--- src/sv/hhlf_pkg.sv ---
// types, constants and per-byte header scanning functions for the framer
// no dependencies; used by the top level and the checker
package hhlf_pkg;

	localparam int IN_DATA_W  = 8;
	localparam int LEN_W      = 31;
	localparam int OUT_DATA_W = 40;

	localparam logic [LEN_W-1:0] LEN_MAX = {LEN_W{1'b1}};

	// output word layout, lowest bit first
	localparam int O_HDR_END = 0;
	localparam int O_LEN_LO  = 1;
	localparam int O_LEN_HI  = 31;
	localparam int O_KNOWN   = 32;
	localparam int O_BLESS   = 33;
	localparam int O_CLOSED  = 34;

	// item kinds on the input tuser
	localparam logic OP_DATA  = 1'b0;
	localparam logic OP_CLOSE = 1'b1;

	localparam logic [7:0] CH_LF    = 8'h0A;
	localparam logic [7:0] CH_CR    = 8'h0D;
	localparam logic [7:0] CH_SPACE = 8'h20;
	localparam logic [7:0] CH_TAB   = 8'h09;
	localparam logic [7:0] CH_COLON = 8'h3A;
	localparam logic [7:0] CH_PLUS  = 8'h2B;
	localparam logic [7:0] CH_MINUS = 8'h2D;
	localparam logic [7:0] CH_ZERO  = 8'h30;
	localparam logic [7:0] CH_NINE  = 8'h39;
	localparam logic [7:0] CH_UP_A  = 8'h41;
	localparam logic [7:0] CH_UP_Z  = 8'h5A;

	localparam logic [3:0] NAME_LEN = 4'd14;
	localparam logic [3:0] NAME_SAT = 4'd15;
	localparam logic [3:0] PFX_SAT  = 4'd13;

	// "content-length"
	localparam logic [7:0] NAME_TEXT [14] = '{
		8'h63, 8'h6F, 8'h6E, 8'h74, 8'h65, 8'h6E, 8'h74,
		8'h2D, 8'h6C, 8'h65, 8'h6E, 8'h67, 8'h74, 8'h68
	};

	// "HTTP/1.1 401"; the caller swaps the minor digit for HTTP/1.0
	localparam logic [7:0] HTTP_TEXT [12] = '{
		8'h48, 8'h54, 8'h54, 8'h50, 8'h2F, 8'h31,
		8'h2E, 8'h31, 8'h20, 8'h34, 8'h30, 8'h31
	};

	typedef enum logic [1:0] {
		PH_SKIP,
		PH_DIGITS,
		PH_DONE
	} val_phase_t;

	// per-line scan state, plus the sticky bodyless flag
	typedef struct packed {
		logic             line_empty;
		logic [3:0]       pfx_pos;
		logic [2:0]       pfx_alive;
		logic [3:0]       name_pos;
		logic             name_alive;
		logic             colon;
		val_phase_t       phase;
		logic             neg;
		logic [LEN_W-1:0] acc;
		logic             bodyless;
	} hdr_st_t;

	function automatic logic is_ws(input logic [7:0] c);
		return (c == CH_SPACE) || ((c >= CH_TAB) && (c <= CH_CR));
	endfunction

	function automatic logic [3:0] pfx_len(input logic [1:0] idx);
		return (idx == 2'd0) ? 4'd3 : 4'd12;
	endfunction

	// expected prefix character; 0 = GET, 1 = HTTP/1.1 401, 2 = HTTP/1.0 401
	function automatic logic [7:0] pfx_char(input logic [1:0] idx, input logic [3:0] p);
		logic [7:0] ch;
		ch = 8'h00;
		if (idx == 2'd0) begin
			case (p)
				4'd0:    ch = 8'h47;
				4'd1:    ch = 8'h45;
				4'd2:    ch = 8'h54;
				default: ch = 8'h00;
			endcase
		end else if (p < 4'd12) begin
			ch = HTTP_TEXT[p];
			if (p == 4'd7 && idx == 2'd2)
				ch = CH_ZERO;
		end
		return ch;
	endfunction

	// line start: all scan state back to idle, bodyless kept
	function automatic hdr_st_t line_restart(input hdr_st_t st);
		hdr_st_t nx;
		nx            = st;
		nx.line_empty = 1'b1;
		nx.pfx_pos    = 4'd0;
		nx.pfx_alive  = 3'b111;
		nx.name_pos   = 4'd0;
		nx.name_alive = 1'b1;
		nx.colon      = 1'b0;
		nx.phase      = PH_SKIP;
		nx.neg        = 1'b0;
		nx.acc        = '0;
		return nx;
	endfunction

	// one ordinary line byte through prefix match, name match and value decode
	function automatic hdr_st_t content_byte(input hdr_st_t st, input logic first_line,
		input logic [7:0] c);
		hdr_st_t     nx;
		logic [7:0]  lc;
		logic [3:0]  dig;
		logic        is_dig;
		logic [34:0] prod;
		nx            = st;
		nx.line_empty = 1'b0;
		dig           = c[3:0];
		is_dig        = (c >= CH_ZERO) && (c <= CH_NINE);
		lc            = ((c >= CH_UP_A) && (c <= CH_UP_Z)) ? (c + 8'd32) : c;
		prod          = {1'b0, st.acc, 3'b000} + {3'b000, st.acc, 1'b0} + {31'd0, dig};

		// bodyless prefix test on the first line
		if (first_line) begin
			for (int i = 0; i < 3; i++) begin
				if (st.pfx_alive[i]) begin
					if (st.pfx_pos < pfx_len(2'(i))) begin
						if (c != pfx_char(2'(i), st.pfx_pos))
							nx.pfx_alive[i] = 1'b0;
					end else begin
						if (is_ws(c))
							nx.bodyless = 1'b1;
						nx.pfx_alive[i] = 1'b0;
					end
				end
			end
			nx.pfx_pos = (st.pfx_pos < PFX_SAT) ? (st.pfx_pos + 4'd1) : PFX_SAT;
		end

		// header name up to the first colon, then the value
		if (!st.colon) begin
			if (c == CH_COLON) begin
				nx.colon      = 1'b1;
				nx.name_alive = st.name_alive && (st.name_pos == NAME_LEN);
			end else begin
				if (!((st.name_pos < NAME_LEN) && (lc == NAME_TEXT[st.name_pos])))
					nx.name_alive = 1'b0;
				nx.name_pos = (st.name_pos < NAME_SAT) ? (st.name_pos + 4'd1) : NAME_SAT;
			end
		end else begin
			case (st.phase)
				PH_SKIP: begin
					if (is_ws(c)) begin
						nx.phase = PH_SKIP;
					end else if (c == CH_PLUS) begin
						nx.phase = PH_DIGITS;
					end else if (c == CH_MINUS) begin
						nx.phase = PH_DIGITS;
						nx.neg   = 1'b1;
					end else if (is_dig) begin
						nx.phase = PH_DIGITS;
						nx.acc   = {27'd0, dig};
					end else begin
						nx.phase = PH_DONE;
					end
				end
				PH_DIGITS: begin
					if (is_dig)
						nx.acc = (prod > {4'd0, LEN_MAX}) ? LEN_MAX : prod[LEN_W-1:0];
					else
						nx.phase = PH_DONE;
				end
				default: nx.phase = st.phase;
			endcase
		end
		return nx;
	endfunction

endpackage

--- src/sv/http_header_length_framer_unit.sv ---
// http header framer top level: input register, header scan, result register
// depends on hhlf_pkg
//
// Takes one connection byte or close event per item and returns one result per item:
// header end, message end, decoded content length and the bodyless and close flags.
// Throughput is one item per clock while the result side does not stall; each item moves
// through the input register and then the result register, with the scan state updated as
// it leaves the input register. A close event ends the message at any time; body bytes
// are counted in a COUNT_WIDTH-bit saturating counter against the held length.
module http_header_length_framer_unit #(
	parameter int COUNT_WIDTH = 32
) (
	input  logic                               clk,
	input  logic                               arst_n,
	input  logic                               s_tvalid,
	output logic                               s_tready,
	input  logic [hhlf_pkg::IN_DATA_W-1:0]     s_tdata,  // data_byte
	input  logic [0:0]                         s_tuser,  // operation
	output logic                               m_tvalid,
	input  logic                               m_tready,
	// header_end, body_length[30:0], length_known, bodyless, connection_closed, zero pad
	output logic [hhlf_pkg::OUT_DATA_W-1:0]    m_tdata,
	output logic                               m_tlast   // message_end
);
	import hhlf_pkg::*;

	localparam int CMP_W = (COUNT_WIDTH > LEN_W) ? COUNT_WIDTH : LEN_W;

	// input register
	logic       valid_s1;
	logic       op_s1;
	logic [7:0] byte_s1;

	// scan state
	logic                   in_body_q;
	logic                   cr_pending_q;
	logic                   first_line_q;
	hdr_st_t                hdr_q;
	logic                   known_q;
	logic [LEN_W-1:0]       held_q;
	logic [COUNT_WIDTH-1:0] count_q;

	// next values
	logic                   adv;
	logic                   done;
	logic                   hdr_end;
	logic                   sep;
	logic                   in_body_nx;
	logic                   cr_pending_nx;
	logic                   first_line_nx;
	hdr_st_t                hdr_nx;
	logic                   known_nx;
	logic [LEN_W-1:0]       held_nx;
	logic [COUNT_WIDTH-1:0] count_nx;
	logic                   bl_out;
	logic [LEN_W-1:0]       len_out;
	logic [OUT_DATA_W-1:0]  res_word;

	// handshake: the input register moves on whenever the result register is free
	assign adv      = valid_s1 && (!m_tvalid || m_tready);
	assign s_tready = !valid_s1 || adv;

	// input register
	always_ff @(posedge clk or negedge arst_n) begin
		if (!arst_n) begin
			valid_s1 <= 1'b0;
		end else if (s_tready) begin
			valid_s1 <= s_tvalid;
		end
	end

	always_ff @(posedge clk) begin
		if (s_tvalid && s_tready) begin
			op_s1   <= s_tuser[0];
			byte_s1 <= s_tdata;
		end
	end

	// per-item scan step
	always_comb begin
		done          = 1'b0;
		hdr_end       = 1'b0;
		sep           = 1'b0;
		in_body_nx    = in_body_q;
		cr_pending_nx = cr_pending_q;
		first_line_nx = first_line_q;
		hdr_nx        = hdr_q;
		known_nx      = known_q;
		held_nx       = held_q;
		count_nx      = count_q;
		if (op_s1 == OP_CLOSE) begin
			done = 1'b1;
		end else if (in_body_q) begin
			if (count_q != {COUNT_WIDTH{1'b1}})
				count_nx = count_q + 1'b1;
			if (known_q && (CMP_W'(count_nx) >= CMP_W'(held_q)))
				done = 1'b1;
		end else begin
			// held cr: either half of a crlf or an ordinary byte
			if (cr_pending_q) begin
				cr_pending_nx = 1'b0;
				if (byte_s1 == CH_LF)
					sep = 1'b1;
				else
					hdr_nx = content_byte(hdr_nx, first_line_q, CH_CR);
			end
			if (!sep) begin
				if (byte_s1 == CH_LF)
					sep = 1'b1;
				else if (byte_s1 == CH_CR)
					cr_pending_nx = 1'b1;
				else
					hdr_nx = content_byte(hdr_nx, first_line_q, byte_s1);
			end
			// line end or header end
			if (sep) begin
				if (hdr_q.line_empty) begin
					hdr_end    = 1'b1;
					in_body_nx = 1'b1;
					if (hdr_q.bodyless || (known_q && (held_q == '0)))
						done = 1'b1;
				end else begin
					if (hdr_q.name_alive && hdr_q.colon) begin
						held_nx = hdr_q.neg ? '0 : hdr_q.acc;
						known_nx = !(hdr_q.neg && (hdr_q.acc == LEN_W'(1)));
					end
					first_line_nx = 1'b0;
					hdr_nx        = line_restart(hdr_q);
				end
			end
		end
	end

	// result fields
	always_comb begin
		bl_out                      = hdr_nx.bodyless;
		len_out                     = (bl_out || !known_nx) ? '0 : held_nx;
		res_word                    = '0;
		res_word[O_HDR_END]         = hdr_end;
		res_word[O_LEN_HI:O_LEN_LO] = len_out;
		res_word[O_KNOWN]           = bl_out || known_nx;
		res_word[O_BLESS]           = bl_out;
		res_word[O_CLOSED]          = (op_s1 == OP_CLOSE);
	end

	// scan state update, back to idle at message end
	always_ff @(posedge clk or negedge arst_n) begin
		if (!arst_n) begin
			in_body_q    <= 1'b0;
			cr_pending_q <= 1'b0;
			first_line_q <= 1'b1;
			hdr_q        <= line_restart('0);
			known_q      <= 1'b0;
			held_q       <= '0;
			count_q      <= '0;
		end else if (adv) begin
			if (done) begin
				in_body_q    <= 1'b0;
				cr_pending_q <= 1'b0;
				first_line_q <= 1'b1;
				hdr_q        <= line_restart('0);
				known_q      <= 1'b0;
				held_q       <= '0;
				count_q      <= '0;
			end else begin
				in_body_q    <= in_body_nx;
				cr_pending_q <= cr_pending_nx;
				first_line_q <= first_line_nx;
				hdr_q        <= hdr_nx;
				known_q      <= known_nx;
				held_q       <= held_nx;
				count_q      <= count_nx;
			end
		end
	end

	// result register
	always_ff @(posedge clk or negedge arst_n) begin
		if (!arst_n) begin
			m_tvalid <= 1'b0;
		end else if (!m_tvalid || m_tready) begin
			m_tvalid <= valid_s1;
		end
	end

	always_ff @(posedge clk) begin
		if (adv) begin
			m_tlast <= done;
			m_tdata <= res_word;
		end
	end

endmodule

--- config.mk ---
export PLATFORM = sky130hd
export DESIGN_NAME = http_header_length_framer_unit
export DESIGN_NICKNAME = d
export VERILOG_FILES = /design/src/sv/hhlf_pkg.sv /design/src/sv/http_header_length_framer_unit.sv
export SDC_FILE = /design/constraint.sdc
export NUM_CORES = 1
export LEC_CHECK = 0
export BUFFER_PORTS_ARGS = -buffer_cell sky130_fd_sc_hd__buf_2
export CORE_MARGIN = 10
export CORE_UTILIZATION = 63
export CTS_CLUSTER_DIAMETER = 80
export DETAILED_ROUTE_END_ITERATION = 16
export PLACE_DENSITY = 0.78
export SYNTH_ARGS = -nofsm -noshare
export SYNTH_HDL_FRONTEND = slang
export SYNTH_SLANG_ARGS = --single-unit
--- constraint.sdc ---
create_clock -name clk -period 5.34 [get_ports clk]
set_input_delay 0.267 -clock clk [delete_from_list [all_inputs] [get_ports clk]]
set_output_delay 0.267 -clock clk [all_outputs]
set_load 0.01 [all_outputs]
==> results of run 1 <==
-- cells by family (layout without fill, tap and decap cells) --
logic type,Yosys count,after routing,share of synthesized area (%)
xor gates and xnor gates,64,64,4.51
buffers and inverters,157,196,5.07
AOI/OAI and AO/OA,423,423,22.3
and+or+nand+nor,490,490,20.2
other,1,5,0.0302
DFF,163,163,34.7
adders and majority gates,111,111,11.3
muxes,23,23,1.93
-- layout by cell type (no fill, tap or decap), types with 29 or more instances in the layout --
master    Yosys  final
a21oi_1     133    133
nor2_1      130    129
nand2_1     121    121
dfrtp_1     112    112
ha_1        109    109
o21ai_0      94     94
inv_1        77     77
a22o_1       50     50
buf_2        11     49
xnor2_1      45     45
edfxtp_1     45     45
nor3_1       40     39
nand3_1      32     32
nor3b_1      29     29
-- path summary, 6_finish.rpt --
path,slack (ns),end,cells past startpoint
max in group asynchronous,4.16,held_q[13],2
min reg2reg,0.51,hdr_q[42],2
min,-0.006,count_q[31],1
max,0.30,hdr_q[5],20
max reg2reg,0.30,hdr_q[5],20
min in group clk,0.01,byte_s1[1],1
-- power groups by stage --
stage          combinational [W]  sequential, W  clock [W]
5_1_grt                 0.000482        0.00138    0.00127
4_1_cts                 0.000433        0.00137    0.00122
2_1_floorplan           0.000290        0.00139          0
3_3_place_gp            0.000418        0.00139          0
6_report                0.000436        0.00137    0.00121
3_5_place_dp            0.000427        0.00140          0
-- registers in the layout (all words and copies together), names as in the netlist --
| signal | cells |
|---|---|
| held_q | 31 |
| in_body_q | 1 |
| valid_s1 | 1 |
| first_line_q | 1 |
| hdr_q | 49 |
| op_s1 | 1 |
| known_q | 1 |
| cr_pending_q | 1 |
| m_tlast | 1 |
| m_tdata | 35 |
| m_tvalid | 1 |
| count_q | 32 |
| byte_s1 | 8 |
-- worst max-delay path, stage by stage, from the launching register on --
cell       delay [ns]
dfrtp_1          0.43
ha_1             0.24
and4_1           0.22
and3_1           0.19
and4_1           0.27
or2_2            0.36
nor2_1           0.32
nand2_1          0.15
xnor2_1          0.15
ha_1             0.31
a211oi_1         0.30
nor2_1           0.09
a2111oi_0        0.46
buf_4            0.20
o211ai_1         0.09
nand3_1          0.23
a31oi_4          0.14
o21ai_2          0.31
buf_4            0.30
nand2_1          0.07
o21ai_0          0.10
-- stage by stage --
stage          cell area (µm²)  utilization (%)
4_1_cts                  13600             69.9
6_report                 13600             69.9
3_5_place_dp             13000             66.6
5_1_grt                  13600             69.9
3_3_place_gp             13000             66.6
2_1_floorplan            12400                -
-- area by class of cell --
cell class              count  area share [%]
inverters                  80            2.21
flip-flops and latches    163            31.7
well taps                 265            2.44
repair buffers             84            4.14
clock inverters            15            1.09
multi-input cells        1116            55.3
clock buffers              17            3.13
-- cell usage after synthesis, drive strengths merged (18+ instances only) --
| master | number |
|---|---|
| buf | 21 |
| nand2 | 121 |
| nand3 | 32 |
| ha | 109 |
| nor3b | 29 |
| a21oi | 135 |
| nor3 | 41 |
| inv | 78 |
| nor2 | 131 |
| o21ai | 99 |
| nand4 | 26 |
| clkbuf | 56 |
| dfrtp | 112 |
| edfxtp | 45 |
| mux2i | 18 |
| nor4 | 25 |
| a22o | 50 |
| xnor2 | 45 |
| xor2 | 19 |
-- metal layers --
layer  wire [µm]  part of all wire, %  track usage (%)
met1       14900                   42             35.5
met2       16100                   46             42.7
met3        2920                  8.3             5.27
met4        1250                  3.6             9.72
met5           0                    0                0
==> impl_metrics.yaml, run 1 <==
status:
  status: "finished, violations left"
  violations: "negative hold slack"
detailed_routing:
  antenna_left: 0
  first_iter_violations: 1416
  wl_um: 35100
  dr_total_vias: 11493
  viasPerCell: 6.61
  firstDrtPassIters: 6
  routedWlPerCell_um: 20.2
  drc: 0
synthesis:
  synth_top_area_share_pct: 22.6
  yosysSeqAreaShare_pct: 34.7
  synthFlopType: "dfrtp_1"
  yosysTopAreaCell: "dfrtp_1"
  ys_types: 88
  syn-cell-area_um2: 12400
  ys_warn_count: 0
  synth-edff-count: 45
  async_reset_ff_share_pct: 72.4
  synth-seq-cells: 163
  synth_area_leaders: "dfrtp_1, ha_1, edfxtp_1"
  synth_area_per_cell_um2: 8.68
  postSynthCellCount: 1432
pwr:
  switchingPower_w: 0.000868
  p_int_w: 0.00215
  p_total_w: 0.00302
  powerDensity_nw_per_um2: 222
  clock_power_share_pct: 40.0
  power_leakage_nw: 5.77
  combPwrFrac_pct: 14.5
  ir_drop_v: 0.000213
  sw_frac_of_total_pct: 28.8
  p_seq_share_pct: 45.5
timing:
  hold_viol_final: 3
  setup_tns_ns: 0
  worstMarginPinSlew_ns: 1.04
  fin_crit_sh_pct: 94.4
  hold_ws_ns: -0.00561
  slew_violations: 0
  max_freq_mhz: 198
  finalCriticalPeriod_ns: 5.04
  setup_viol: 0
  skew_ns: 0.0109
  maxSlewHeadroom_pct: 30.9
  setup_ws_ns: 0.299
  rsz0062_at_grt: "false"
grt:
  grt.total_usage_pct: 26.8
  grt_max_degree: 77
  grt-ovfl-total: 0
  grt_antenna_before_repair: 0
  grt_pass1_vias: 11069
  grt_pass1_wl_um: 57500
floorplanning:
  rows: 51
  num_io_pins: 56
  core_um2: 19500
  die-height_um: 160
  fp.dieW_um: 160
  start_util_pct: 63.8
  die-area_um2: 25700
worst_setup_path:
  crit_start: "count_q[0]"
  required_ns: 5.68
  critPathMaxFanout: 13
  worstSetupEndpointType: "register"
  cp-start-kind: "register"
  cp.arrival_ns: 5.38
  timing.rr.start: "count_q[0]"
  crit_type: "reg -> reg"
final_layout:
  drive_gt1_share_pct: 10.5
  diodes: 0
  nFillCells: 1552
  seq_area_um2: 4310
  area_delta_synth_final_pct: 9.46
  nNetsFinal: 1586
  finalNonFillerCells: 1740
  multi_input_area_um2: 7520
clock_network:
  clock-sinks: 163
  cts.repair.resized: 0
  cts_setup_buffers: 0
  ctsHoldBuffers: 7
  worstSkewPairLatency_ns: 0.44
  htree_levels: 4
  tritoncts: "yes"
  clk_path_buf_depth: 2
  cts.clk_slew.worst_paths_ns: 0.07
  cts-root-buf: "clkbuf_16"
  cts_buffers: 17
placement:
  hpwl_um: 25700
  place_congestion: 0.947
  dpl_worst_slack_ns: 0.518
  io_buffers: 50
  dp_cells: 1701
hold_path:
  hold_path_class: "in -> async"
run:
  cap_violations: 0
No activity file was read; power rests on OpenSTA's default activity.
==> run 2: changes to the inputs <==
--- a/config.mk
+++ b/config.mk
@@ -5,11 +5,12 @@
 export SDC_FILE = /design/constraint.sdc
 export NUM_CORES = 1
 export LEC_CHECK = 0
-export BUFFER_PORTS_ARGS = -buffer_cell sky130_fd_sc_hd__buf_2
 export CORE_MARGIN = 10
-export CORE_UTILIZATION = 63
+export CORE_UTILIZATION = 65
 export CTS_CLUSTER_DIAMETER = 80
 export DETAILED_ROUTE_END_ITERATION = 16
+export DONT_BUFFER_PORTS = 1
+export GPL_TIMING_DRIVEN = 0
 export PLACE_DENSITY = 0.78
 export SYNTH_ARGS = -nofsm -noshare
 export SYNTH_HDL_FRONTEND = slang
==> run 2 against run 1 <==
  * The run now ends clean
  * Non-clock buffer count is 7 higher
  * Clock-buffer cell count grew 1
  * Cell count fell by 1.4%
  * First-iteration DRC count fell by 12%
  * Routed wire length grew 2.2%
  * Maximum frequency shrank 1.8%
  * Sequential power is essentially flat
  * Sequential share of layout area grew 0.058 points
  * Critical path type unchanged
  * Critical endpoint is now hdr_q[19]
==> impl_metrics.yaml, run 2 (synthesis results as in run 1) <==
grt:
  grt.total_usage_pct: 28.7
  grt_pass1_wl_um: 57500
  grt_pass1_vias: 10943
  grt-ovfl-total: 0
  grt_antenna_before_repair: 0
  grt_max_degree: 119
worst_setup_path:
  regToRegSetupSlack_ns: 0.21
  crit_end: "hdr_q[19]"
  cp.arrival_ns: 5.42
  critPathMaxFanout: 11
  cp-start-kind: "register"
  worstSetupEndpointType: "register"
  required_ns: 5.63
  crit_type: "reg -> reg"
  timing.rr.start: "byte_s1[3]"
  worst_r2r_endpoint: "hdr_q[19]"
  crit_start: "byte_s1[3]"
  r2r.worst_path.cells: 14
pwr:
  combPwrFrac_pct: 13.4
  p_int_w: 0.00218
  switchingPower_w: 0.000924
  power_leakage_nw: 5.66
  p_seq_share_pct: 44.6
  clock_power_share_pct: 42.0
  sw_frac_of_total_pct: 29.7
  ir_drop_v: 0.000205
  powerDensity_nw_per_um2: 229
hold_path:
  hold_path_class: "in -> reg"
clock_network:
  clk_path_buf_depth: 2
  cts-root-buf: "clkbuf_16"
  htree_levels: 4
  cts.clk_slew.worst_paths_ns: 0.07
  tritoncts: "yes"
  clock-sinks: 163
  worstSkewPairLatency_ns: 0.44
  cts_buffers: 17
floorplanning:
  rows: 50
  core_um2: 18800
  die-area_um2: 25000
  start_util_pct: 66.2
  num_io_pins: 56
  die-height_um: 158
  fp.dieW_um: 158
final_layout:
  final_util_pct: 72.3
  seq_area_um2: 4310
  multi_input_area_um2: 7540
  largest_reg_flops: 49
  regMostFlops: "hdr_q"
  drive_gt1_share_pct: 7.15
  layout_commonest_cell: "a21oi_1"
  reg_top3: "hdr_q x49, m_tdata x35, count_q x32"
  area_delta_synth_final_pct: 9.26
  final_cell_mix: "a21oi_1, nor2_1, nand2_1"
  nNetsFinal: 1593
  nFillCells: 1452
  diodes: 0
detailed_routing:
  firstDrtPassIters: 6
  wl_um: 35900
  dr_total_vias: 11557
  drc: 0
  first_iter_violations: 1244
  antenna_left: 0
  viasPerCell: 6.73
  routedWlPerCell_um: 20.9
timing:
  setup_tns_ns: 0
  rsz0062_at_grt: "true"
  worstMarginPinSlew_ns: 1.05
  setup_viol: 0
  finalCriticalPeriod_ns: 5.13
  skew_ns: 0.0104
  hold_viol_final: 0
  slew_violations: 0
  max_freq_mhz: 195
  fin_crit_sh_pct: 96.1
  maxSlewHeadroom_pct: 28.9
status:
  status: "completed"
placement:
  io_buffers: 0
  hpwl_um: 26200
  place_congestion: 0.978
run:
  cap_violations: 0
[run 2: power groups by stage]
| stage | Combinational, W | Clock [W] | Sequential [W] |
|---|---|---|---|
| 6_report | 0.000417 | 0.00130 | 0.00138 |
| 5_1_grt | 0.000458 | 0.00137 | 0.00139 |
| 4_1_cts | 0.000407 | 0.00130 | 0.00138 |
| 3_5_place_dp | 0.000377 | 0 | 0.00141 |
| 3_3_place_gp | 0.000366 | 0 | 0.00141 |
| 2_1_floorplan | 0.000290 | 0 | 0.00139 |
[run 2: cell type report]
class | count | area share, %
Tap cell | 234 | 2.16
Buffer | 75 | 2.41
Multi-Input combinational cell | 1116 | 55.6
Clock buffer | 18 | 3.32
Sequential cell | 163 | 31.8
Inverter | 80 | 2.25
Clock inverter | 14 | 1.30
Timing Repair Buffer | 16 | 1.24
[run 2: per-layer routing]
layer | GRT usage, % | wire length [µm] | part of all wire, %
met1 | 37.3 | 15000 | 42
met2 | 46.8 | 16900 | 47
met3 | 5.53 | 2980 | 8.3
met4 | 10.6 | 992 | 2.8
met5 | 0 | 0 | 0
[run 2: worst min-delay path by stage]
stage	depth (start not counted)	to	start
5_1_grt	2	m_tvalid	m_tready
3_5_place_dp	0	count_q[26]	arst_n
4_1_cts	2	m_tvalid	m_tready
3_3_place_gp	0	count_q[25]	arst_n
6_report	2	m_tvalid	m_tready
2_1_floorplan	0	count_q[0]	arst_n
[run 2: what timing repair did]
action                                 4_1_cts  5_1_grt
buffers inserted                             1        3
hold buffers                                12        0
gates resized for setup                      2       10
endpoints found under the hold margin      128        0
pin swaps                                    1        1
setup endpoints to repair                  110      103
[run 2: critical path: stages, from the launching register on]
cell and delay (ns):
edfxtp_1 0.61, clkinvlp_4 0.38, fa_1 0.67, inv_1 0.06
ha_1 0.31, a211oi_1 0.32, o211ai_1 0.25, nand3_1 0.19
nand3_1 0.20, a311o_1 0.41, a32oi_1 0.20, o2111ai_1 0.30
clkbuf_1 0.34, a2111oi_1 0.52, o21ai_0 0.21
[run 2: through the flow]
| step | setup WS [ns] | power (W) | instance area [µm²] | hold WS [ns] | std cells |
|---|---|---|---|---|---|
| finish | 0.209 | 0.00310 | 13600 | 0.0290 | 1716 |
| global route | -0.0426 | 0.00322 | 13600 | 0.0433 | 1716 |
| CTS | 0.0109 | 0.00309 | 13500 | 0.0114 | 1715 |
| detailed placement | -0.379 | 0.00178 | 12700 | -0.0223 | 1670 |
| global placement | -0.297 | 0.00177 | 12700 | -0.0235 | 1670 |
| floorplan | 0.787 | 0.00168 | 12400 | -0.0286 | 1436 |
==> run 3: changes to the inputs <==
--- a/config.mk
+++ b/config.mk
@@ -5,6 +5,7 @@
 export SDC_FILE = /design/constraint.sdc
 export NUM_CORES = 1
 export LEC_CHECK = 0
+export CORE_ASPECT_RATIO = 1.4
 export CORE_MARGIN = 10
 export CORE_UTILIZATION = 65
 export CTS_CLUSTER_DIAMETER = 80
==> constraint.sdc (replaced) <==
create_clock -name clk -period 5.34 [get_ports clk]
set_input_delay 0.801 -clock clk [delete_from_list [all_inputs] [get_ports clk]]
set_output_delay 0.801 -clock clk [all_outputs]
set_load 0.01 [all_outputs]
==> run 3 against run 2 <==
  * Core utilization is 0.13 points higher
  * Via count is 0.48% higher
  * Sequential share of layout area is 0.10 points higher
  * Clock skew is 0.0019 ns higher
  * Worst setup slack worse by 0.045 ns
  * Routed wire length is 3.0% higher
  * Die area is 0.31% higher
  * Critical path type unchanged
  * Largest cell class unchanged
==> impl_metrics.yaml, run 3 (synthesis results as in run 1) <==
floorplanning:
  die-area_um2: 25100
  die-height_um: 184
  fp.dieW_um: 137
  start_util_pct: 66.5
  core_um2: 18700
  num_io_pins: 56
  rows: 59
detailed_routing:
  wl_um: 36900
  viasPerCell: 6.76
  drc: 0
  dr_total_vias: 11612
  antenna_left: 0
  routedWlPerCell_um: 21.5
  first_iter_violations: 1062
  firstDrtPassIters: 5
worst_setup_path:
  critPathMaxFanout: 10
  cp-start-kind: "register"
  crit_chain: "ha_1 -> and4_1 -> and3_1 -> and4_1 -> clkbuf_1 -> nor4_4 -> buf_4 -> nand4_1 -> nor2_2 -> nand3_1 -> xnor2_1 -> ha_1 -> a21oi_2 -> nand2_1 -> nor4_4 -> o211ai_1 -> nand3_2 -> a31oi_4 -> o21ai_2 -> clkbuf_4 -> inv_1 -> a22oi_1"
  cp.arrival_ns: 5.50
  slowest_delay_ns: 0.43
  critical-path-slowest-cell: "dfrtp_1"
  required_ns: 5.66
  crit_type: "reg -> reg"
  path_delay_family: "simple AND/OR/NAND/NOR gates"
  path_buf_inv: 4
  worstSetupEndpointType: "register"
clock_network:
  cts-root-buf: "clkbuf_16"
  htree_levels: 4
  cts_buffers: 17
  cts.clk_slew.worst_paths_ns: 0.07
  clk_path_buf_depth: 2
  tritoncts: "yes"
  clock-sinks: 163
  worstSkewPairLatency_ns: 0.44
final_layout:
  area_delta_synth_final_pct: 8.91
  nFillCells: 1505
  nNetsFinal: 1584
  final_area_um2: 13500
  largest_reg_flops: 49
  drive_gt1_share_pct: 7.67
  layout_commonest_cell: "a21oi_1"
  final_cell_mix: "a21oi_1, nor2_1, nand2_1"
  reg_top3: "hdr_q x49, m_tdata x35, count_q x32"
  diodes: 0
  regMostFlops: "hdr_q"
timing:
  slew_violations: 0
  setup_ws_ns: 0.163
  maxSlewHeadroom_pct: 20.4
  worstMarginPinSlew_ns: 1.18
  hold_viol_final: 0
  max_freq_mhz: 193
  finalCriticalPeriod_ns: 5.18
  fin_crit_sh_pct: 96.9
  skew_ns: 0.0124
  setup_viol: 0
grt:
  grt_pass1_vias: 11325
  grt_pass1_wl_um: 59300
  grt.total_usage_pct: 29.4
  grt-ovfl-total: 0
  grt_max_degree: 119
  grt_antenna_before_repair: 0
placement:
  dpl_worst_slack_ns: -0.741
  hpwl_um: 27200
  io_buffers: 0
  placed_area_um2: 12700
  place_congestion: 0.937
pwr:
  power_leakage_nw: 5.64
  p_total_w: 0.00313
  powerDensity_nw_per_um2: 231
  ir_drop_v: 0.000207
status:
  status: "completed"
run:
  cap_violations: 0
hold_path:
  hold_path_class: "in -> async"
-- run 3: changes by cell type in the layout (fill, tap and decap cells not counted), moves of 2 or more --
cell	before	now
dlygate4sd3_1	11	0
buf_4	11	15
inv_8	4	1
bufinv_16	1	3
clkbuf_1	54	52
clkinv_4	1	3
clkinv_8	3	1
nor2_2	3	5
nor4_2	4	2
-- run 3: power by group --
group,switching [W],internal [W],leakage (nW)
clock,0.000558,0.000792,0.315
sequential,0.0000519,0.00133,2.07
combinational,0.000253,0.000138,3.26
total,0.000862,0.00226,5.64
-- run 3: cell type report --
cell class,count,area [µm²],area share [%]
plain buffers,75,328,2.42
clock buffers,19,464,3.43
clock inverters,13,186,1.38
inverters,80,305,2.26
multi-input cells,1116,7580,56.0
flip-flops and latches,163,4310,31.9
well taps,244,305,2.26
repair buffers,7,52.6,0.388
-- run 3: path summary, 6_finish.rpt --
check | from | endpoint | slack, ns | cells past startpoint
worst min-delay path | arst_n | count_q[4] | 0.05 | 0
min in group clk | s_tdata[4] | byte_s1[4] | 0.45 | 0
worst max-delay path | count_q[0] | hdr_q[25] | 0.16 | 22
worst max register to register | count_q[0] | hdr_q[25] | 0.16 | 22
worst min register to register | valid_s1 | m_tvalid | 0.52 | 1
max in group asynchronous | arst_n | hdr_q[36] | 5.05 | 0
-- run 3: routing by layer --
metal | vias up | routed length [µm] | share of wire [%] | global-route usage, %
met4 | 0 | 2630 | 7.1 | 18.3
met3 | 179 | 2040 | 5.5 | 4.02
li1 | 5340 | - | - | -
met5 | - | 0 | 0 | 0
met1 | 5544 | 13600 | 37 | 32.7
met2 | 549 | 18700 | 51 | 51.4
-- run 3: timing repair --
item                                    4_1_cts  5_1_grt
setup buffers                                 1        6
pin swaps                                     1        5
endpoints found under the setup margin      117      100
endpoints found under the hold margin         0        0
hold buffers                                  0        0
resized for setup                             6       17
-- run 3: worst register-to-register path, delay by kind of cell (launching register included) --
family / cells / cell delay, ns
compound gates: 5 / 0.94
xor+xnor: 1 / 0.18
fa+ha+maj: 2 / 0.55
buf+inv: 4 / 0.75
flops: 1 / 0.43
simple gates: 10 / 2.20
-- run 3: stage by stage --
stage,hold slack [ns],setup TNS (ns),util (%),cells
6_report,0.0521,0,72.5,1717
5_1_grt,0.0413,-0.408,72.5,1717
4_1_cts,0.0510,0,72.0,1713
3_5_place_dp,0.497,-53.95,68.2,1680
3_3_place_gp,0.468,-42.23,68.2,1680
2_1_floorplan,0.457,0,-,1436
